File: src/rtl/hjsps_pkg.sv
// Shared constants for the HTTP status / JSON string-pair scanner.
// Phase and event codes, string length limits and character constants.
// No dependencies.
package hjsps_pkg;

    localparam int MAX_STRING = 64;
    localparam int LEN_W      = 6;
    localparam int PHASE_W    = 4;
    localparam int EVENT_W    = 3;
    localparam int STATUS_W   = 10;
    localparam int SKIP_W     = 4;
    localparam int MUL_W      = 14;

    localparam logic [SKIP_W-1:0]   STATUS_SKIP = SKIP_W'(9);
    localparam logic [STATUS_W-1:0] STATUS_MAX  = STATUS_W'(999);

    localparam logic [PHASE_W-1:0] PH_HTTP    = 4'd0;
    localparam logic [PHASE_W-1:0] PH_FIND    = 4'd1;
    localparam logic [PHASE_W-1:0] PH_HAVE    = 4'd2;
    localparam logic [PHASE_W-1:0] PH_INKEY   = 4'd3;
    localparam logic [PHASE_W-1:0] PH_HAVEKEY = 4'd4;
    localparam logic [PHASE_W-1:0] PH_INVAL   = 4'd5;
    localparam logic [PHASE_W-1:0] PH_HAVEVAL = 4'd6;
    localparam logic [PHASE_W-1:0] PH_KEYLONG = 4'd7;
    localparam logic [PHASE_W-1:0] PH_VALLONG = 4'd8;

    localparam logic [EVENT_W-1:0] EV_NONE     = 3'd0;
    localparam logic [EVENT_W-1:0] EV_KEYCHAR  = 3'd1;
    localparam logic [EVENT_W-1:0] EV_VALCHAR  = 3'd2;
    localparam logic [EVENT_W-1:0] EV_KEYDONE  = 3'd3;
    localparam logic [EVENT_W-1:0] EV_PAIRDONE = 3'd4;
    localparam logic [EVENT_W-1:0] EV_STATUS   = 3'd5;
    localparam logic [EVENT_W-1:0] EV_KEYTRUNC = 3'd6;
    localparam logic [EVENT_W-1:0] EV_VALTRUNC = 3'd7;

    localparam logic [7:0] CH_LBRACE = 8'h7B;
    localparam logic [7:0] CH_QUOTE  = 8'h22;
    localparam logic [7:0] CH_BSLASH = 8'h5C;
    localparam logic [7:0] CH_COLON  = 8'h3A;
    localparam logic [7:0] CH_SPACE  = 8'h20;
    localparam logic [7:0] CH_TAB    = 8'h09;
    localparam logic [7:0] CH_CR     = 8'h0D;
    localparam logic [7:0] CH_LF     = 8'h0A;
    localparam logic [7:0] CH_ZERO   = 8'h30;
    localparam logic [7:0] CH_NINE   = 8'h39;

endpackage

File: src/rtl/http_json_string_pair_scanner_core.sv
// Top level of the HTTP status / JSON string-pair scanner.
// An accepted byte is registered in the input stage; its result is registered in the result stage.
// Throughput: one byte per cycle unless out_ready stalls; the parse state updates once per byte.
// Reset (rst_n low, asynchronous) clears both stages and returns the parser to the
// HTTP status phase; a restart command resets the parse state in-band and yields one result.
// Depends on hjsps_pkg.
module http_json_string_pair_scanner_core
    import hjsps_pkg::*;
(
    input  logic                clk,
    input  logic                rst_n,
    input  logic                in_valid,
    output logic                in_ready,
    input  logic                command,
    input  logic [7:0]          data_byte,
    output logic                out_valid,
    input  logic                out_ready,
    output logic [EVENT_W-1:0]  event_res,
    output logic [7:0]          char_out,
    output logic [5:0]          char_position,
    output logic [PHASE_W-1:0]  parse_phase,
    output logic [STATUS_W-1:0] status_code
);

    logic                in_valid_reg;
    logic                cmd_reg;
    logic [7:0]          byte_reg;
    logic                out_valid_reg;
    logic [EVENT_W-1:0]  event_reg;
    logic [7:0]          char_reg;
    logic [5:0]          pos_reg;
    logic [PHASE_W-1:0]  phase_out_reg;
    logic [STATUS_W-1:0] status_out_reg;

    logic [PHASE_W-1:0]  phase_reg, phase_next;
    logic                esc_reg, esc_next;
    logic [LEN_W-1:0]    key_len_reg, key_len_next;
    logic [LEN_W-1:0]    val_len_reg, val_len_next;
    logic [SKIP_W-1:0]   skip_reg, skip_next;
    logic [STATUS_W-1:0] status_reg, status_next;

    logic [EVENT_W-1:0]  ev_next;
    logic [7:0]          ch_next;
    logic [5:0]          pos_next;

    logic                advance;
    logic [PHASE_W-1:0]  ph;
    logic                is_digit;
    logic                is_sep;
    logic [MUL_W-1:0]    mac;
    logic [LEN_W+1:0]    len_plus2;

    assign advance  = in_valid_reg && (!out_valid_reg || out_ready);
    assign in_ready = !in_valid_reg || advance;

    assign is_digit = (byte_reg >= CH_ZERO) && (byte_reg <= CH_NINE);
    assign is_sep   = (byte_reg == CH_LF) || (byte_reg == CH_SPACE) || (byte_reg == CH_TAB)
                   || (byte_reg == CH_CR) || (byte_reg == CH_COLON);
    assign mac      = MUL_W'(status_reg) * MUL_W'(10) + MUL_W'(byte_reg - CH_ZERO);
    assign ph       = (phase_reg == PH_HAVEVAL) ? PH_HAVE : phase_reg;
    assign len_plus2 = (phase_reg == PH_INKEY) ? ((LEN_W+2)'(key_len_reg) + (LEN_W+2)'(2))
                                               : ((LEN_W+2)'(val_len_reg) + (LEN_W+2)'(2));

    always_comb
    begin
        phase_next  = ph;
        esc_next    = esc_reg;
        key_len_next = key_len_reg;
        val_len_next = val_len_reg;
        skip_next   = skip_reg;
        status_next = status_reg;
        ev_next     = EV_NONE;
        ch_next     = 8'd0;
        pos_next    = 6'd0;
        if (cmd_reg)
        begin
            phase_next   = PH_HTTP;
            esc_next     = 1'b0;
            key_len_next = '0;
            val_len_next = '0;
            skip_next    = '0;
            status_next  = '0;
        end
        else
        begin
            case (ph)
                PH_HTTP:
                begin
                    if (skip_reg < STATUS_SKIP)
                    begin
                        skip_next = skip_reg + SKIP_W'(1);
                    end
                    else if (is_digit)
                    begin
                        status_next = (mac > MUL_W'(STATUS_MAX)) ? STATUS_MAX
                                                                 : mac[STATUS_W-1:0];
                    end
                    else
                    begin
                        phase_next = PH_FIND;
                        ev_next    = EV_STATUS;
                    end
                end
                PH_FIND:
                begin
                    if (byte_reg == CH_LBRACE)
                    begin
                        phase_next = PH_HAVE;
                    end
                end
                PH_HAVE:
                begin
                    if (byte_reg == CH_QUOTE)
                    begin
                        phase_next   = PH_INKEY;
                        key_len_next = '0;
                        val_len_next = '0;
                        esc_next     = 1'b0;
                    end
                end
                PH_INKEY, PH_INVAL:
                begin
                    if (!esc_reg && byte_reg == CH_QUOTE)
                    begin
                        phase_next = (ph == PH_INKEY) ? PH_HAVEKEY : PH_HAVEVAL;
                        ev_next    = (ph == PH_INKEY) ? EV_KEYDONE : EV_PAIRDONE;
                    end
                    else if (!esc_reg && byte_reg == CH_BSLASH)
                    begin
                        esc_next = 1'b1;
                    end
                    else
                    begin
                        esc_next = 1'b0;
                        ch_next  = byte_reg;
                        if (ph == PH_INKEY)
                        begin
                            ev_next      = EV_KEYCHAR;
                            pos_next     = key_len_reg;
                            key_len_next = key_len_reg + LEN_W'(1);
                            if (len_plus2 >= (LEN_W+2)'(MAX_STRING))
                            begin
                                phase_next = PH_KEYLONG;
                            end
                        end
                        else
                        begin
                            ev_next      = EV_VALCHAR;
                            pos_next     = val_len_reg;
                            val_len_next = val_len_reg + LEN_W'(1);
                            if (len_plus2 >= (LEN_W+2)'(MAX_STRING))
                            begin
                                phase_next = PH_VALLONG;
                            end
                        end
                    end
                end
                PH_HAVEKEY:
                begin
                    if (byte_reg == CH_QUOTE)
                    begin
                        phase_next = PH_INVAL;
                        esc_next   = 1'b0;
                    end
                    else if (!is_sep)
                    begin
                        phase_next = PH_HAVE;
                    end
                end
                PH_KEYLONG, PH_VALLONG:
                begin
                    if (!esc_reg && byte_reg == CH_QUOTE)
                    begin
                        phase_next = (ph == PH_KEYLONG) ? PH_HAVEKEY : PH_HAVEVAL;
                        ev_next    = (ph == PH_KEYLONG) ? EV_KEYTRUNC : EV_VALTRUNC;
                    end
                    else if (!esc_reg && byte_reg == CH_BSLASH)
                    begin
                        esc_next = 1'b1;
                    end
                    else
                    begin
                        esc_next = 1'b0;
                    end
                end
                default:
                begin
                    phase_next = ph;
                end
            endcase
        end
    end

    // input stage
    always_ff @(posedge clk or negedge rst_n)
    begin
        if (!rst_n)
        begin
            in_valid_reg <= 1'b0;
        end
        else if (in_valid && in_ready)
        begin
            in_valid_reg <= 1'b1;
        end
        else if (advance)
        begin
            in_valid_reg <= 1'b0;
        end
    end

    always_ff @(posedge clk)
    begin
        if (in_valid && in_ready)
        begin
            cmd_reg  <= command;
            byte_reg <= data_byte;
        end
    end

    // parse state, updated once per transfer
    always_ff @(posedge clk or negedge rst_n)
    begin
        if (!rst_n)
        begin
            phase_reg   <= PH_HTTP;
            esc_reg     <= 1'b0;
            key_len_reg <= '0;
            val_len_reg <= '0;
            skip_reg    <= '0;
            status_reg  <= '0;
        end
        else if (advance)
        begin
            phase_reg   <= phase_next;
            esc_reg     <= esc_next;
            key_len_reg <= key_len_next;
            val_len_reg <= val_len_next;
            skip_reg    <= skip_next;
            status_reg  <= status_next;
        end
    end

    // result stage
    always_ff @(posedge clk or negedge rst_n)
    begin
        if (!rst_n)
        begin
            out_valid_reg <= 1'b0;
        end
        else if (advance)
        begin
            out_valid_reg <= 1'b1;
        end
        else if (out_ready)
        begin
            out_valid_reg <= 1'b0;
        end
    end

    always_ff @(posedge clk)
    begin
        if (advance)
        begin
            event_reg      <= ev_next;
            char_reg       <= ch_next;
            pos_reg        <= pos_next;
            phase_out_reg  <= phase_next;
            status_out_reg <= status_next;
        end
    end

    assign out_valid     = out_valid_reg;
    assign event_res     = event_reg;
    assign char_out      = char_reg;
    assign char_position = pos_reg;
    assign parse_phase   = phase_out_reg;
    assign status_code   = status_out_reg;

endmodule

File: config.mk
export PLATFORM = sky130hd
export DESIGN_NAME = http_json_string_pair_scanner_core
export DESIGN_NICKNAME = d
export VERILOG_FILES = /design/src/rtl/hjsps_pkg.sv /design/src/rtl/http_json_string_pair_scanner_core.sv
export SDC_FILE = /design/constraint.sdc
export NUM_CORES = 1
export LEC_CHECK = 0
export ABC_AREA = 1
export ABC_CLOCK_PERIOD_IN_PS = 5600
export BUFFER_PORTS_ARGS = -buffer_cell sky130_fd_sc_hd__buf_2
export CORE_ASPECT_RATIO = 1.75
export CORE_MARGIN = 2
export CORE_UTILIZATION = 59
export CTS_CLUSTER_DIAMETER = 80
export CTS_CLUSTER_SIZE = 8
export DETAILED_ROUTE_END_ITERATION = 8
export PLACE_DENSITY = 0.76
export REMOVE_ABC_BUFFERS = 1
export SKIP_LAST_GASP = 1
export SYNTH_ARGS = -nofsm -noshare
export SYNTH_HDL_FRONTEND = slang
export SYNTH_SLANG_ARGS = --single-unit
export TNS_END_PERCENT = 30
File: constraint.sdc
create_clock -name clk -period 5.6 [get_ports clk]
set_input_delay 1.4 -clock clk [delete_from_list [all_inputs] [get_ports clk]]
set_output_delay 1.4 -clock clk [all_outputs]
set_load 0.005 [all_outputs]
# Word level (Yosys, flattened, before mapping)
# Index checks and enable logic that the tools add are counted.
[classes] n_eq_ne=24 muxes=56 add_sub_neg=7 n_reduce_logical=30 multipliers=1 bitwise=1 n_lt_le_gt_ge=5
[op_table] op="4-bit 2-to-1 mux" n=17
[op_table] op="6-bit 2-to-1 mux" n=10
[op_table] op="10-bit 2-to-1 mux" n=5
[op_table] op="8-bit by 4-bit equality test with 1-bit output (second input constant)" n=3
[op_table] op="8-bit by 6-bit equality test with 1-bit output (second input constant)" n=3
[op_table] op="4-bit case mux with 6 select lines" n=1
[op_table] op="6-bit case mux with 2 select lines" n=2
[op_table] op="3-bit != test (second input constant)" n=6
[op_table] op="4-bit by 3-bit equality test with 1-bit output (second input constant)" n=4
[op_table] op="8-bit by 7-bit equality test with 1-bit output (second input constant)" n=2
[op_table] op="3-bit 2-to-1 mux" n=5
[op_table] op="14-bit adder" n=1
[op_table] op="6-bit by 2-bit adder with 7-bit output (second input constant)" n=2
[op_table] op="14-bit by 10-bit > comparator with 1-bit output (second input constant)" n=1
[op_table] op="10-bit by 3-bit multiplier with 13-bit output (second input constant)" n=1
[op_table] op="6-bit by 1-bit adder with 6-bit output (second input constant)" n=2
[op_table] op="4-bit by 2-bit equality test with 1-bit output (second input constant)" n=3
[op_table] op="6-bit AND reduction" n=2
[op_table] op="1-bit 2-to-1 mux" n=9
[op_table] op="3-bit case mux with 3 select lines" n=1
[op_table] op="8-bit by 6-bit subtractor with 9-bit output (second input constant)" n=1
[op_table] op="8-bit by 6-bit >= comparator with 1-bit output (second input constant)" n=1
[op_table] op="8-bit by 6-bit less-or-equal comparator with 1-bit output (second input constant)" n=1
[op_table] op="2-bit 2-to-1 mux" n=4
[op_table] op="19 further kinds" n=37
[word_totals] ff_bits=73 output_inout_bits=33 in_bits=13 word_cells=139

# Logic depth before layout (Yosys ltp)
[logic_depth] ltp_word=9 depth_mapped=26 mapped_depth_nobuf=26

# Worst setup path after synthesis
# OpenSTA, ideal clock, no wires.
[synth_path] kind="flip-flop to flip-flop" from="reg status_reg[1]" to="reg status_out_reg[9], in the netlist status_code[9] (data pin)" slack_ps=1771 arrival_ps=3579 setup_ps=250 n_path_buf=0 synth_period_minus_slack_ps=3829 t_required_ps=5350 path_stages_with_launch=26 path_cell_list="dfrtp_1 -> ha_1 -> ha_1 -> inv_1 -> fa_1 -> o21ai_0 -> a21oi_1 -> o21bai_1 -> nand2_1 -> nand2_1 -> a21oi_1 -> xor2_1 -> ha_1 -> nand2_1 -> nor2_1 -> nand2_1 -> nor2_1 -> nor2_1 -> nand3_1 -> nand2_1 -> nor2_1 -> nand2_2 -> clkinv_2 -> nand3b_1 -> nand2_1 -> inv_1"
[synth_via] elab_chain_len=8
[synth_rtl] item="start: declaration" line_no="http_json_string_pair_scanner_core.sv:40" source="logic [STATUS_W-1:0] status_reg, status_next;"
[synth_rtl] item="start signal: assignment" line_no="http_json_string_pair_scanner_core.sv:239" source="status_reg <= status_next;"
[synth_rtl] item="10-bit by 3-bit multiplier with 13-bit output (*)" line_no="http_json_string_pair_scanner_core.sv:59" source="assign mac = MUL_W'(status_reg) * MUL_W'(10) + MUL_W'(byte_reg - CH_ZERO);"
[synth_rtl] item="14-bit adder (*)" line_no="http_json_string_pair_scanner_core.sv:59"
[synth_rtl] item="14-bit by 10-bit > comparator with 1-bit output" line_no="http_json_string_pair_scanner_core.sv:95" source="status_next = (mac > MUL_W'(STATUS_MAX)) ? STATUS_MAX"
[synth_rtl] item="10-bit 2-to-1 mux (*)" line_no="http_json_string_pair_scanner_core.sv:95"
[synth_rtl] item="10-bit 2-to-1 mux (*)" line_no="http_json_string_pair_scanner_core.sv:93" source="else if (is_digit)"
[synth_rtl] item="10-bit 2-to-1 mux (*)" line_no="http_json_string_pair_scanner_core.sv:89" source="if (skip_reg < STATUS_SKIP)"
[synth_rtl] item="10-bit 2-to-1 mux (*)" line_no="http_json_string_pair_scanner_core.sv:86" source="case (ph)"
[synth_rtl] item="10-bit 2-to-1 mux (*)" line_no="http_json_string_pair_scanner_core.sv:75" source="if (cmd_reg)"
[synth_rtl] item="net status_next[9]" line_no="http_json_string_pair_scanner_core.sv:40"
[synth_rtl] item="end signal: assignment" line_no="http_json_string_pair_scanner_core.sv:268" source="status_out_reg <= status_next;"
[synth_rtl] item="end: declaration" line_no="http_json_string_pair_scanner_core.sv:33" source="logic [STATUS_W-1:0] status_out_reg;"
# The timed path passes the listed nets; every way through them passes the cells marked *.
# A chain may end at the register's enable or synchronous reset.

# Worst setup path in the final report
[layout_path] from="reg status_reg[1]" to="reg status_out_reg[6], in the netlist status_code[6] (data pin)"
# Same word-level chain as after synthesis.

==> results.toml <==
[critical_path]
cp_max_fo = 6
crit_type = "flop to flop"
r2r_start = "status_reg[1]$_DFFE_PN0P_"
crit_required_ns = 5.69
arrival_ns = 4.46
crit_path_start = "status_reg[1]$_DFFE_PN0P_"
crit_path_end_kind = "flop"
start_kind = "flop"

[pwr]
p_leak_uw = 0.00295
pwr_density_cell_nw_per_um2 = 272
power_uw = 1600
ir_drop_v = 0.000221

[clocking]
cts-htree-levels = 3
clock_latency_ns = 0.33
root_buffer = "clkbuf_16"
cts_hold_buf = 0
clk_path_buf_depth = 2
cts_tree = "done"
cts_made_buffers = 9
clock_sinks = 73
cts_resized = 0
post_cts_buffers = 0
cts.clk_slew.worst_paths_ns = 0.06

[yosys]
synth_area_per_cell_um2 = 7.76
yosysTopAreaCell = "edfxtp_1"
syn_area_um2 = 5250
yosysSeqAreaShare_pct = 38.6
yosysUniqueCellTypes = 52
synth_top_area_share_pct = 22.9
synth_area_leaders = "edfxtp_1 23%, dfrtp_1 16%, nand2_1 12%"
yosysWarnings = 0
synthCells = 676
synthFlopType = "edfxtp_1"
synth_edf_count = 40
async_flop_share_pct = 45.2
ys_seq_elements = 73

[die]
initial_utilization_pct = 60.5
die_h_um = 129
die_area_um2 = 9690
die_w_um = 75.3
core_um2 = 8670
rows = 45
io_pins = 46

[global_routing]
grt_first_pass_wirelength_mm = 21.2
grt_overflow = 0
track_usage_pct = 29.1
grt_pass1_vias = 4676
antenna_found_initial = 0
grt_max_degree = 50

[routing]
dr.pass1.iters = 5
viasPerCell = 5.49
ant_nets = 0
drt_iter0_drc = 223
detail_route.wl_per_cell_um = 15.6
wl_mm = 13.2
vias = 4645
drc = 0

[final_layout]
diodes = 0
drive_gt1_share_pct = 14.7
final_core_util_pct = 67.8
fill_cells = 776
fin_nets = 776
final_cell_area_um2 = 5880
syn_to_final_growth_pct = 12.0

[timing]
min_period_over_period_pct = 77.9
finalSetupViolCount = 0
tns_ns = 0
fmax_mhz = 229
slew_violations = 0
whs_ns = 0.533
final-hold-violation-count = 0
period_needed_ns = 4.36
tightest_slew_ns = 0.868
slew_headroom_pct = 42.1
rsz0062_at_grt = "no"
fin_skew_ns = 0.00687

[place]
dpl.hpwl_mm = 10.2
dpl-instance-area_um2 = 5570
portBuffers = 45
gp_congestion = 0.902

[worst_hold_path]
hp-start = "out_valid$_DFFE_PN0P_"
worstHoldPathType = "flop to flop"

[status]
status = "finished, final reports clean"

[job]
cap_violations = 0
[routing by layer]
layer / track usage (%) / routed length [um] / up-vias
met5: 0 / 0 / -
met4: 17.4 / 720 / 0
met3: 3.60 / 441 / 42
met2: 54.6 / 7340 / 129
met1: 28.6 / 4690 / 2166
li1: - / - / 2308
[where the power goes]
group,leakage [uW],internal (uW),switching (uW)
registers,0.000847,628,36.6
logic,0.00196,115,229
clock network,0.000149,370,219
total,0.00295,1110,484
[critical path, stage by stage, from the launching register on]
cell,delay [ns]
dfrtp_1,0.45
ha_1,0.31
ha_1,0.21
inv_1,0.07
fa_1,0.40
o21ai_0,0.30
a21oi_1,0.12
o21bai_1,0.20
nand2_1,0.07
nand2_1,0.06
a21oi_1,0.06
xor2_1,0.14
ha_1,0.34
nand2_1,0.10
nor2_1,0.13
nand2_1,0.07
nor2_1,0.13
nor2_1,0.06
nand3_1,0.08
nand2_1,0.05
nor2_1,0.30
nand2_2,0.14
clkinv_2,0.10
nand3b_1,0.11
nand2_1,0.08
inv_1,0.04
[worst paths after layout]
| path | to | depth (start not counted) | slack (ns) |
|---|---|---|---|
| worst max register to register | status_code[6]$_DFFE_PP_ | 25 | 1.24 |
| worst min register to register | out_valid$_DFFE_PN0P_ | 2 | 0.53 |
| worst min-delay path | out_valid$_DFFE_PN0P_ | 2 | 0.53 |
| max in group asynchronous | status_reg[9]$_DFFE_PN0P_ | 1 | 3.87 |
| min in group asynchronous | val_len_reg[5]$_DFFE_PN0P_ | 1 | 1.18 |
| worst max-delay path | status_code[6]$_DFFE_PP_ | 25 | 1.24 |
[cell families after synthesis]
family	count (synthesis)	share of synthesized area, %
adders and majority gates	39	9.59
buffers and inverters	119	9.28
DFF	73	38.6
AOI/OAI and AO/OA	77	8.75
and+or+nand+nor	355	31.6
xor gates and xnor gates	13	2.17
[through the flow]
stage | std cells | setup slack (ns)
floorplan | 666 | 1.77
global placement | 830 | 1.46
detailed placement | 830 | 1.29
CTS | 846 | 1.28
global route | 846 | 0.870
finish | 846 | 1.24
[cell type report]
class / count / area (um^2) / area share [%]
tap: 117 / 146 / 2.49
multi-input combinational: 484 / 2730 / 46.5
clock inverter: 4 / 51.3 / 0.873
timing repair buffer: 47 / 240 / 4.09
inverter: 109 / 423 / 7.20
clock buffer: 12 / 256 / 4.36
sequential: 73 / 2030 / 34.5
[placed cells by master, fill, tap and decap left out, types with 3 or more instances in the layout]
master and n:
nand3b_1 6, nand2_2 4, inv_1 94, buf_2 45, and2_1 5, nor2_4 6
nand3_1 56, nor3_1 12, nor2_2 4, o21ai_1 12, xor2_1 6, a21boi_0 3
dfrtp_1 33, nor2_1 66, nand2_1 172, inv_2 11, clkbuf_16 9, a21oi_1 28
xnor2_1 7, edfxtp_1 40, nand4_1 10, a31oi_1 3, o21a_1 5, o21ai_0 13
ha_1 37
[synthesized netlist by cell type, drive strengths merged, types with 2 or more instances]
master,n
a21boi,4
a21oi,30
a31oi,3
and2,5
buf,8
clkbuf,2
clkinv,4
dfrtp,33
edfxtp,40
fa,2
ha,37
inv,105
nand2,178
nand3,58
nand3b,6
nand4,12
nor2,76
nor3,16
nor3b,2
nor4,2
o21a,5
o21ai,28
o21bai,2
xnor2,7
xor2,6
(Power assumes the default switching activity.)
